$ cat src/hw/rtl/dcss_pkg.sv
// Shared types and constants for the delayed command slot scheduler.
// Holds field widths, request codes, controller states and the
// controller/datapath command and status structs. No dependencies.
package dcss_pkg;

    localparam int DEF_SLOTS = 4;

    localparam int TYPE_W = 2;
    localparam int PAT_W  = 8;
    localparam int DUR_W  = 16;
    localparam int DLY_W  = 16;

    localparam logic [TYPE_W-1:0] REQ_TICK   = 2'd0;
    localparam logic [TYPE_W-1:0] REQ_TIMED  = 2'd1;
    localparam logic [TYPE_W-1:0] REQ_REPEAT = 2'd2;

    typedef enum logic [0:0] {
        ST_IDLE,
        ST_SCAN
    } state_t;

    typedef struct packed {
        logic req_load;
        logic visit;
    } ctrl_cmd_t;

    typedef struct packed {
        logic last_slot;
    } ctrl_status_t;

endpackage

$ cat src/hw/rtl/delayed_command_slot_scheduler.sv
// Delayed command slot scheduler: top level joining controller and datapath.
// Play request: result (if any) strobed the cycle after transfer.
// Tick: busy while the slots are scanned, one slot visited per cycle; results are
// registered from the slot visits, at most one per cycle; the receiver cannot stall.
// Reset (rst_n low, asynchronous) frees all slots and clears the strobe.
module delayed_command_slot_scheduler
    import dcss_pkg::*;
#(
    parameter int SLOTS = DEF_SLOTS
)
(
    input  logic                     clk,
    input  logic                     rst_n,
    input  logic                     start,
    output logic                     busy,
    input  logic [TYPE_W-1:0]        req_type,
    input  logic [PAT_W-1:0]         pattern,
    input  logic signed [DUR_W-1:0]  duration,
    input  logic [DLY_W-1:0]         delay,
    output logic                     valid,
    output logic                     cmd_kind,
    output logic [PAT_W-1:0]         pattern_index,
    output logic signed [DUR_W-1:0]  play_duration,
    output logic                     last
);

    ctrl_cmd_t    cmd;
    ctrl_status_t status;

    dcss_ctrl u_ctrl (
        .clk      (clk),
        .rst_n    (rst_n),
        .start    (start),
        .req_type (req_type),
        .status   (status),
        .busy     (busy),
        .cmd      (cmd)
    );

    dcss_datapath #(
        .SLOTS (SLOTS)
    ) u_datapath (
        .clk           (clk),
        .rst_n         (rst_n),
        .cmd           (cmd),
        .status        (status),
        .req_type      (req_type),
        .pattern       (pattern),
        .duration      (duration),
        .delay         (delay),
        .valid         (valid),
        .cmd_kind      (cmd_kind),
        .pattern_index (pattern_index),
        .play_duration (play_duration),
        .last          (last)
    );

endmodule

$ cat src/hw/rtl/dcss_ctrl.sv
// Controller for the delayed command slot scheduler.
// Decodes accepted items and sequences the slot scan on a tick.
// Depends on dcss_pkg.
module dcss_ctrl
    import dcss_pkg::*;
(
    input  logic                clk,
    input  logic                rst_n,
    input  logic                start,
    input  logic [TYPE_W-1:0]   req_type,
    input  ctrl_status_t        status,
    output logic                busy,
    output ctrl_cmd_t           cmd
);

    state_t state_reg;
    state_t state_next;

    always_ff @(posedge clk or negedge rst_n)
    begin
        if (!rst_n)
        begin
            state_reg <= ST_IDLE;
        end
        else
        begin
            state_reg <= state_next;
        end
    end

    always_comb
    begin
        state_next   = state_reg;
        busy         = 1'b0;
        cmd.req_load = 1'b0;
        cmd.visit    = 1'b0;
        case (state_reg)
            ST_IDLE:
            begin
                if (start)
                begin
                    if (req_type == REQ_TICK)
                    begin
                        state_next = ST_SCAN;
                    end
                    else if (req_type == REQ_TIMED || req_type == REQ_REPEAT)
                    begin
                        cmd.req_load = 1'b1;
                    end
                end
            end
            ST_SCAN:
            begin
                busy      = 1'b1;
                cmd.visit = 1'b1;
                if (status.last_slot)
                begin
                    state_next = ST_IDLE;
                end
            end
            default:
            begin
                state_next = ST_IDLE;
            end
        endcase
    end

endmodule

$ cat src/hw/rtl/dcss_datapath.sv
// Datapath for the delayed command slot scheduler.
// Holds the slot store, the scan index and the result register.
// Depends on dcss_pkg; driven by dcss_ctrl commands.
module dcss_datapath
    import dcss_pkg::*;
#(
    parameter int SLOTS = DEF_SLOTS
)
(
    input  logic                     clk,
    input  logic                     rst_n,
    input  ctrl_cmd_t                cmd,
    output ctrl_status_t             status,
    input  logic [TYPE_W-1:0]        req_type,
    input  logic [PAT_W-1:0]         pattern,
    input  logic signed [DUR_W-1:0]  duration,
    input  logic [DLY_W-1:0]         delay,
    output logic                     valid,
    output logic                     cmd_kind,
    output logic [PAT_W-1:0]         pattern_index,
    output logic signed [DUR_W-1:0]  play_duration,
    output logic                     last
);

    localparam int IDX_W = (SLOTS > 1) ? $clog2(SLOTS) : 1;

    logic [SLOTS-1:0]        busy_reg;
    logic [SLOTS-1:0]        busy_next;
    logic [DLY_W-1:0]        cnt_reg  [SLOTS];
    logic [DLY_W-1:0]        cnt_next [SLOTS];
    logic [PAT_W-1:0]        pat_reg  [SLOTS];
    logic [PAT_W-1:0]        pat_next [SLOTS];
    logic [DUR_W-1:0]        dur_reg  [SLOTS];
    logic [DUR_W-1:0]        dur_next [SLOTS];
    logic [SLOTS-1:0]        rep_reg;
    logic [SLOTS-1:0]        rep_next;
    logic [IDX_W-1:0]        idx_reg;
    logic [IDX_W-1:0]        idx_next;

    logic                    valid_reg;
    logic                    valid_next;
    logic                    kind_reg;
    logic                    kind_next;
    logic [PAT_W-1:0]        opat_reg;
    logic [PAT_W-1:0]        opat_next;
    logic [DUR_W-1:0]        odur_reg;
    logic [DUR_W-1:0]        odur_next;
    logic                    last_reg;
    logic                    last_next;

    logic                    free_found;
    logic [IDX_W-1:0]        free_idx;
    logic                    later_zero;
    logic                    emit_now;

    assign status.last_slot = (idx_reg == IDX_W'(SLOTS - 1));

    always_comb
    begin
        free_found = 1'b0;
        free_idx   = '0;
        later_zero = 1'b0;
        for (int i = 0; i < SLOTS; i++)
        begin
            if (!free_found && !busy_reg[i])
            begin
                free_found = 1'b1;
                free_idx   = IDX_W'(i);
            end
            if (i > int'(idx_reg) && busy_reg[i] && cnt_reg[i] == '0)
            begin
                later_zero = 1'b1;
            end
        end
    end

    always_comb
    begin
        busy_next  = busy_reg;
        cnt_next   = cnt_reg;
        pat_next   = pat_reg;
        dur_next   = dur_reg;
        rep_next   = rep_reg;
        idx_next   = idx_reg;
        valid_next = 1'b0;
        kind_next  = kind_reg;
        opat_next  = opat_reg;
        odur_next  = odur_reg;
        last_next  = last_reg;
        emit_now   = 1'b0;

        if (cmd.req_load && pattern != '0)
        begin
            if (delay == '0)
            begin
                valid_next = 1'b1;
                kind_next  = (req_type == REQ_REPEAT);
                opat_next  = pattern - PAT_W'(1);
                odur_next  = duration;
                last_next  = 1'b1;
            end
            else if (free_found)
            begin
                busy_next[free_idx] = 1'b1;
                cnt_next[free_idx]  = delay;
                pat_next[free_idx]  = pattern - PAT_W'(1);
                dur_next[free_idx]  = duration;
                rep_next[free_idx]  = (req_type == REQ_REPEAT);
            end
        end

        if (cmd.visit)
        begin
            idx_next = status.last_slot ? '0 : idx_reg + IDX_W'(1);
            if (busy_reg[idx_reg])
            begin
                if (cnt_reg[idx_reg] != '0)
                begin
                    cnt_next[idx_reg] = cnt_reg[idx_reg] - DLY_W'(1);
                end
                else
                begin
                    emit_now           = 1'b1;
                    busy_next[idx_reg] = 1'b0;
                    valid_next         = 1'b1;
                    kind_next          = rep_reg[idx_reg];
                    opat_next          = pat_reg[idx_reg];
                    odur_next          = dur_reg[idx_reg];
                    last_next          = !later_zero;
                end
            end
        end
    end

    always_ff @(posedge clk or negedge rst_n)
    begin
        if (!rst_n)
        begin
            busy_reg  <= '0;
            idx_reg   <= '0;
            valid_reg <= 1'b0;
        end
        else
        begin
            busy_reg  <= busy_next;
            idx_reg   <= idx_next;
            valid_reg <= valid_next;
        end
    end

    always_ff @(posedge clk)
    begin
        cnt_reg  <= cnt_next;
        pat_reg  <= pat_next;
        dur_reg  <= dur_next;
        rep_reg  <= rep_next;
        kind_reg <= kind_next;
        opat_reg <= opat_next;
        odur_reg <= odur_next;
        last_reg <= last_next;
    end

    assign valid         = valid_reg;
    assign cmd_kind      = kind_reg;
    assign pattern_index = opat_reg;
    assign play_duration = odur_reg;
    assign last          = last_reg;

`ifndef ASSERT_OFF
    a_valid_source: assert property (@(posedge clk) disable iff (!rst_n)
        valid_reg |-> $past(cmd.visit || cmd.req_load))
        else $error("result strobe without a request or slot visit");

    a_idx_wrap: assert property (@(posedge clk) disable iff (!rst_n)
        (cmd.visit && status.last_slot) |=> (idx_reg == '0))
        else $error("scan index did not wrap after the last slot");

    a_emit_frees: assert property (@(posedge clk) disable iff (!rst_n)
        emit_now |=> (valid_reg && !busy_reg[$past(idx_reg)]))
        else $error("emitting slot not freed or result not shown");
`endif

endmodule

$ cat config.mk
export PLATFORM = sky130hd
export DESIGN_NAME = delayed_command_slot_scheduler
export DESIGN_NICKNAME = d
export VERILOG_FILES = /design/src/hw/rtl/dcss_pkg.sv /design/src/hw/rtl/delayed_command_slot_scheduler.sv /design/src/hw/rtl/dcss_ctrl.sv /design/src/hw/rtl/dcss_datapath.sv
export SDC_FILE = /design/constraint.sdc
export NUM_CORES = 1
export LEC_CHECK = 0
export ABC_AREA = 1
export BUFFER_PORTS_ARGS = -buffer_cell sky130_fd_sc_hd__buf_2
export CAP_MARGIN = 40
export CORE_ASPECT_RATIO = 0.9
export CORE_MARGIN = 4
export CORE_UTILIZATION = 45
export DETAILED_ROUTE_END_ITERATION = 10
export GPL_ROUTABILITY_DRIVEN = 0
export PLACE_DENSITY_LB_ADDON = 0.12
export SYNTH_ARGS = -nofsm -noshare
export SYNTH_HDL_FRONTEND = slang
export SYNTH_SLANG_ARGS = --single-unit
export TNS_END_PERCENT = 100
$ cat constraint.sdc
create_clock -name clk -period 2.8 [get_ports clk]
set_clock_uncertainty 0.15 [all_clocks]
set_input_delay 0.14 -clock clk [delete_from_list [all_inputs] [get_ports clk]]
set_output_delay 0.14 -clock clk [all_outputs]
set_load 0.05 [all_outputs]
Yosys cells after proc, flatten, opt, wreduce, memory -nomap -nowiden
Index checks and enable logic that the tools add are counted.
{"block": "classes", "n_addsub": 3, "n_lt_le_gt_ge": 11, "n_eq_ne": 3, "muxes": 85, "bitwise": 7, "n_reduce_logical": 29}
{"cell": "$mux W64", "count": 6}
{"cell": "$bwmux W64", "count": 3}
{"cell": "$mux W16", "count": 11}
{"cell": "$bmux W16 S2", "count": 2}
{"cell": "$demux W16 S2", "count": 2}
{"cell": "$logic_not A16 Y1", "count": 4}
{"cell": "$mux W8", "count": 8}
{"cell": "$mux W1", "count": 35}
{"cell": "$bwmux W32", "count": 1}
{"cell": "$mux W4", "count": 6}
{"cell": "$bmux W8 S2", "count": 1}
{"cell": "$demux W8 S2", "count": 1}
{"cell": "$reduce_bool A16 Y1", "count": 1}
{"cell": "$sub A16 B1 Y16 const B", "count": 1}
{"cell": "$logic_and A1 B1 Y1", "count": 14}
{"cell": "$reduce_bool A8 Y1", "count": 1}
{"cell": "$sub A8 B1 Y8 const B", "count": 1}
{"cell": "$ge A3 B3 Y1 const B", "count": 2}
{"cell": "$logic_not A1 Y1", "count": 6}
{"cell": "$lt A2 B3 Y1 const B", "count": 2}
{"cell": "$lt A3 B1 Y1 const B", "count": 2}
{"cell": "$mux W2", "count": 3}
{"cell": "$not A2 Y3", "count": 2}
{"cell": "$and A4 B4 Y4", "count": 1}
{"cell": "other kinds (16)", "count": 22}
{"block": "totals", "ff_bits": 198, "out_inout_bits": 28, "word_cells": 159}

Logic depth before layout (Yosys ltp)
Gate-level depths: netlist of run 1.
{"block": "depth", "depth_word": 22, "mapped_depth": 16, "ltp_nobuf": 14}

By module
Synthesis of run 1 repeated with hierarchy kept, for this count alone.
{"block": "hier_totals", "hier_cells": 1182, "area_unflattened_um2": 9654.3}
{"module": "dcss_datapath", "instances": 1, "cells_per_inst": 1170, "area_each_um2": 9574.2, "seq_area_each_um2": 4979.8}
{"module": "dcss_ctrl", "instances": 1, "cells_per_inst": 12, "area_each_um2": 80.1, "seq_area_each_um2": 25.0}

Least setup slack after synthesis of run 1
Ideal clock, no wire load.
{"block": "synth_path", "path_kind": "reg-to-reg", "startpoint": "register u_ctrl.state_reg", "endpoint": "register u_datapath.dur_reg[16] (netlist name), enable pin", "setup_time_ps": 380, "t_arrival_ps": 2146, "path_slack_ps": 123, "path_stages_with_launch": 8, "n_path_buf": 2, "synth_period_minus_slack_ps": 2677, "path_cell_list": "dfrtp_1 inv_1 nand3_1 a21oi_1 buf_2 nand3_1 clkbuf_1 inv_1"}
{"block": "synth_between", "elab_chain_cells": 3}
{"item": "start: declaration", "line_no": "dcss_ctrl.sv:16", "source": "state_t state_reg;"}
{"item": "start signal: assignment", "line_no": "dcss_ctrl.sv:27", "source": "state_reg <= state_next;"}
{"item": "$mux W1", "line_no": "dcss_ctrl.sv:37", "source": "case (state_reg)"}
{"item": "$logic_and A1 B1 Y1", "line_no": "dcss_datapath.sv:92", "source": "if (cmd.req_load && pattern != '0)"}
{"item": "$reduce_and A3 Y1 (no line)"}
{"item": "end signal: assignment", "line_no": "dcss_datapath.sv:155", "source": "dur_reg <= dur_next;"}
{"item": "end: declaration", "line_no": "dcss_datapath.sv:33", "source": "logic [DUR_W-1:0] dur_reg [SLOTS];"}
Every way passes these cells.
A chain may end at the register's enable or synchronous reset.

==> run_results.csv, run 1 <==
group,metric,value,unit
clock_network,htreeDepth,4,
setup_path,r2r_slack,0.18,ns
setup_path,reg2reg_depth,13,
grt,antenna_found_initial,0,
clock_network,clkLatencyLatePin,0.44,ns
floorplanning,dieWidth,162.5,um
timing,setup_viol,0,
synth,synthesis.nets,1308,
power,p_leak,5.340,nW
synth,synth-seq-cells,198,
layout,final_util,54.47,%
layout,area_growth_syn_to_layout,18.14,%
clock_network,root_buffer,"clkbuf_16",
floorplanning,pin_count,73,
routing,drt_iter0_drc,693,
grt,grt_usage,23.14,%
layout,fillers,1998,
synth,synthArstFlopShare,4.040,%
timing,rsz0062_at_grt,"no",
synth,synth.top_cell.area_share,31.08,%
synth,ys_seq_area_share,51.80,%
timing,worst_pin_slew,0.5418,ns
setup_path,worstSetupPathType,"reg2reg",
setup_path,timing.rr.end,"u_datapath.cnt_reg[15]",
synth,avgSynthCellArea,7.711,um^2
synth,netlist_instances,1253,
clock_network,numCtsBuffers,17,
timing,fin_crit_sh,93.53,%
status,status,"complete, no violations",
routing,postRouteAntennaNets,0,
placed_design,dp_hpwl,18070,um
layout,antenna_cells,0,
setup_path,endpoint,"u_datapath.cnt_reg[15]",
layout,multi_input_area,3959,um^2
routing,wirelength,27070,um
timing,slew_violations,0,
routing,drc_errors,0,
clock_network,cts_tree,"done",
timing,period_minus_slack,2.619,ns
grt,grt.overflow.total,0,
power,peakVddDrop,0.4879,mV
routing,viasPerCell,5.075,
setup_path,critPathRequiredTime,3.04,ns
setup_path,cp-start-kind,"flop",
floorplanning,dieArea,23880,um^2
setup_path,worstPathMaxFanout,62,
synth,synth_edf_count,100,
placed_design,io_buffer_count,72,
power,power.density,978.6,nW/um^2
routing,drt_pass1_iterations,5,
routing,wl_per_cell,16.32,um
grt,grt_pass1_wl,43680,um
grt,grt_pass1_vias,7998,
setup_path,crit_arrival,2.85,ns
layout,finalNetCount,1415,
clock_network,clkSinkCount,198,
timing,tns,0,ns
floorplanning,dieHeight,147.0,um
setup_path,critPathCaptureType,"flop",
flow_run,maxCapViolCount,0,
clock_network,clockBufferDepth,2,
clock_network,clkSlewWorstSetupHoldPaths,0.08,ns
timing,relSlewSlack,63.62,%
layout,final-seq-area,5006,um^2
setup_path,crit_path_start,"u_datapath.idx_reg[0]",
synth,synth.area.top_cells,"edfxtp_1 (31%), nand2_1 (19%), dfxtp_1 (19%)",
layout,drive_gt1_share,12.16,%
synth,synth_top_cell_by_area,"edfxtp_1",
floorplanning,rows,50,
timing,timing.hold.ws,0.002959,ns
min_path,hold_path_class,"in2reg",
synth,syn_area,9662,um^2
setup_path,reg2reg_from,"u_datapath.idx_reg[0]",
synth,synthFlopType,"edfxtp_1",
grt,grt_max_degree,63,
power,total_power,11.17,mW
timing,hold_viol_final,0,
timing,fmax,0.3818,GHz
floorplanning,start_util,46.10,%
floorplanning,coreArea,20960,um^2
synth,yosysWarnings,0,
routing,vias,8419,
synth,synth_cell_types,32,
synth,ys_top_cells_by_count,"nand2_1 (481), inv_1 (107), o21ai_0 (101)",
synth,synth.most_common_cell,"nand2_1",
## routing by layer
| layer | track usage [%] | up-vias | wire (um) |
|---|---|---|---|
| li1 | - | 4248 | - |
| met3 | 3.871 | 21 | 1562 |
| met5 | 0 | - | 0 |
| met1 | 32.63 | 3914 | 12570 |
| met4 | 4.609 | 0 | 291 |
| met2 | 37.92 | 236 | 12650 |
## critical path, stage by stage (launching register included)
cell and delay (ns):
dfrtp_2 0.43, inv_2 0.16, buf_12 0.29, nand2_1 0.12, nand3_1 0.08, nand2_1 0.10
nand2_1 0.14, nor2_1 0.07, nand2_2 0.12, nor2_8 0.09, nor2_2 0.37, buf_4 0.25
nand3_1 0.07, nand2_1 0.07
## metrics by stage
stage	instances	area, um^2	worst slack, ns
2_1_floorplan	1253	9662	0.1233
3_3_place_gp	1590	10400	0.2353
3_5_place_dp	1590	10400	0.2382
4_1_cts	1659	11410	0.2009
5_1_grt	1659	11410	0.01053
6_report	1659	11410	0.1811
## power breakdown
group	internal [mW]	switching, mW	total, mW
clock network	1.32	1.30	2.62
registers	3.58	0.448	4.03
logic	1.49	3.03	4.53
## final cells by class
cell class                 instances  area share [%]
inverter                         112           3.694
clock inverter                    15           1.896
clock buffer                      17           3.727
sequential                       198           43.86
multi-input combinational        884           34.68
tap                              286           3.135
timing repair buffer             147           9.010
## kinds of logic after synthesis
kind of cell	synth area share, %
xor gates and xnor gates	1.178
buffers and inverters	7.252
adders and majority gates	1.295
DFF	51.80
AOI/OAI and AO/OA	7.964
and+or+nand+nor	30.51
## what timing repair did
item | 4_1_cts | 5_1_grt
setup buffers | 0 | 0
hold buffers | 37 | 0
gates resized for setup | 0 | 1
hold endpoints to repair | 149 | 0
setup endpoints to repair | 0 | 1
## worst min path at each step
| stage | startpoint | endpoint | slack (ns) | cells after the start |
|---|---|---|---|---|
| global route | req_type[1] | u_datapath.rep_reg[1] | 0.04 | 2 |
| CTS | req_type[1] | u_datapath.rep_reg[1] | 0.001 | 2 |
| detailed placement | rst_n | u_datapath.valid | -0.15 | 1 |
| floorplan | rst_n | u_ctrl.state_reg | -0.31 | 0 |
| global placement | rst_n | u_datapath.valid | -0.15 | 1 |
| finish | delay[12] | u_datapath.cnt_reg[28] | 0.003 | 5 |
## cell usage in the layout (no fill, tap or decap), types with 4 or more instances in the layout
cell,instances
nor2_1,92
o21ai_1,14
xor2_1,7
o22ai_1,25
clkinv_8,5
o21ai_0,101
inv_1,107
dfxtp_1,90
buf_2,72
dlygate4sd3_1,37
dfrtp_1,7
nor2_2,7
buf_4,37
nand2_2,7
nand4_1,14
nand2_1,481
nand3_1,94
nor3_1,5
edfxtp_1,100
inv_2,4
xnor2_1,6
ha_1,10
nand3b_1,7
clkbuf_16,17
No activity file was read; power rests on OpenSTA's default activity.
==> run 2, diff against run 1 <==
Settings changed: CORE_UTILIZATION 45 to 25, CTS_BUF_LIST from default to sky130_fd_sc_hd__clkbuf_8 sky130_fd_sc_hd__clkbuf_16.
==> run 2 against run 1 <==
Sequential cell count is the same. Wire length rose by 19%. Worst setup slack better by 0.061 ns. Clock power shrank 5%. Clock-buffer cell count is the same. Critical path depth is the same. Non-clock buffer count is 16 higher. Utilization decreased by 24 points. Critical endpoint is now u_datapath.cnt_reg[48].
==> run_results.csv, run 2 (synthesis gave the netlist of run 1 again) <==
group,metric,value,unit
floorplanning,coreArea,38290,um^2
grt,grt_pass1_wl,49510,um
layout,final_util,30.84,%
clock_network,root_buffer,"clkbuf_16",
setup_path,critPathRequiredTime,3.02,ns
timing,fin_crit_sh,91.34,%
timing,hold_viol_final,0,
floorplanning,dieHeight,194.5,um
power,p_leak,5.411,nW
setup_path,crit_arrival,2.77,ns
clock_network,clkLatencyLatePin,0.46,ns
routing,drt_pass1_iterations,5,
setup_path,reg2reg_depth,13,
routing,vias,8450,
clock_network,htreeDepth,4,
floorplanning,pin_count,73,
timing,period_minus_slack,2.558,ns
grt,grt.overflow.total,0,
status,status,"complete, no violations",
clock_network,clkSlewWorstSetupHoldPaths,0.08,ns
routing,postRouteAntennaNets,0,
timing,tns,0,ns
grt,antenna_found_initial,1,
routing,viasPerCell,4.495,
timing,setup_viol,0,
routing,drt_iter0_drc,680,
routing,drc_errors,0,
layout,stdcell_area,11810,um^2
timing,setup_slack,0.2424,ns
placed_design,dp_hpwl,21870,um
placed_design,io_buffer_count,72,
clock_network,clockBufferDepth,2,
setup_path,worstSetupPathType,"reg2reg",
floorplanning,dieArea,41860,um^2
layout,multi_input_area,3959,um^2
min_path,hold-path-endpoint,"u_datapath.pattern_index[7]",
timing,slew_violations,0,
setup_path,r2r_slack,0.24,ns
setup_path,cp-start-kind,"flop",
setup_path,timing.rr.end,"u_datapath.cnt_reg[48]",
min_path,min_path_cells,6,
timing,fmax,0.3910,GHz
timing,relSlewSlack,62.63,%
grt,grt_usage,15.46,%
layout,layout_commonest_cell,"nand2_1",
layout,finalNetCount,1431,
setup_path,critPathCaptureType,"flop",
layout,fin_cells,1880,
min_path,hold_path_class,"in2reg",
power,power.density,964.5,nW/um^2
layout,fillers,4153,
min_path,worstHoldStart,"pattern[7]",
grt,grt_max_degree,45,
setup_path,worstPathMaxFanout,16,
clock_network,numCtsBuffers,17,
layout,final-seq-area,5006,um^2
clock_network,cts_tree,"done",
timing,worst_pin_slew,0.5599,ns
layout,drive_gt1_share,12.67,%
clock_network,clkSinkCount,198,
grt,grt_pass1_vias,8010,
floorplanning,rows,68,
placed_design,place_inst,1805,
layout,final_cell_mix,"nand2_1 (481), inv_1 (109), o21ai_0 (101)",
power,peakVddDrop,0.3758,mV
routing,wl_per_cell,17.14,um
timing,rsz0062_at_grt,"no",
timing,timing.hold.ws,0.04552,ns
flow_run,maxCapViolCount,0,
setup_path,reg2reg_from,"u_datapath.idx_reg[1]",
placed_design,dpl_cell_area,10810,um^2
power,total_power,11.39,mW
clock_network,cts_setup_buffers,0,
routing,wirelength,32230,um
placed_design,dp_slack,0.1801,ns
floorplanning,dieWidth,215.2,um
layout,area_growth_syn_to_layout,22.21,%
floorplanning,start_util,25.24,%
## run 2: area by class of cell
type                    count  area share, %
clock buffers              17          3.603
repair buffers            163          10.40
inverters                 112          3.571
multi-input cells         884          33.53
flip-flops and latches    198          42.40
diodes                      1        0.02119
well taps                 490          5.192
clock inverters            15          1.293
## run 2: what timing repair did
| item | CTS | global route |
|---|---|---|
| hold buffers | 42 | 0 |
| gates resized for setup | 0 | 1 |
| endpoints found under the setup margin | 0 | 1 |
| hold endpoints to repair | 165 | 0 |
## run 2: worst max-delay path by stage
stage	from	end	slack, ns	depth (start not counted)
after floorplan	u_ctrl.state_reg	u_datapath.dur_reg[16]	0.12	7
after global placement	u_datapath.idx_reg[0]	u_datapath.cnt_reg[38]	0.13	13
after detailed placement	u_datapath.idx_reg[1]	u_datapath.play_duration[9]	0.18	12
after CTS	u_datapath.idx_reg[1]	u_datapath.play_duration[13]	0.15	12
after global routing	u_datapath.idx_reg[1]	u_datapath.cnt_reg[54]	0.01	13
final	u_datapath.idx_reg[1]	u_datapath.cnt_reg[48]	0.24	13
## run 2: routing by layer
metal / GRT usage, % / vias to the layer above / share of wire (%) / routed length [um]
met5: 0 / - / 0 / 0
met4: 3.626 / 0 / 1.1 / 355
met3: 3.064 / 25 / 3.9 / 1253
met2: 24.02 / 137 / 45 / 14370
met1: 22.24 / 3990 / 50 / 16250
li1: - / 4298 / - / -
## run 2: where the power goes
| group | switching, mW | internal, mW | total, mW |
|---|---|---|---|
| clock network | 1.23 | 1.25 | 2.48 |
| logic | 3.20 | 1.66 | 4.86 |
| registers | 0.468 | 3.58 | 4.05 |
## run 2: worst max-delay path, cell delays in order (launching register included)
cell and delay [ns]:
dfrtp_1 0.41, inv_2 0.26, buf_4 0.22, nand3_1 0.07, nand2_1 0.14, nand2_1 0.09, nor2_1 0.17, nand2_2 0.13
inv_2 0.09, nand2_2 0.12, nand2_2 0.39, nand2_1 0.10, nand2_1 0.07, inv_1 0.03
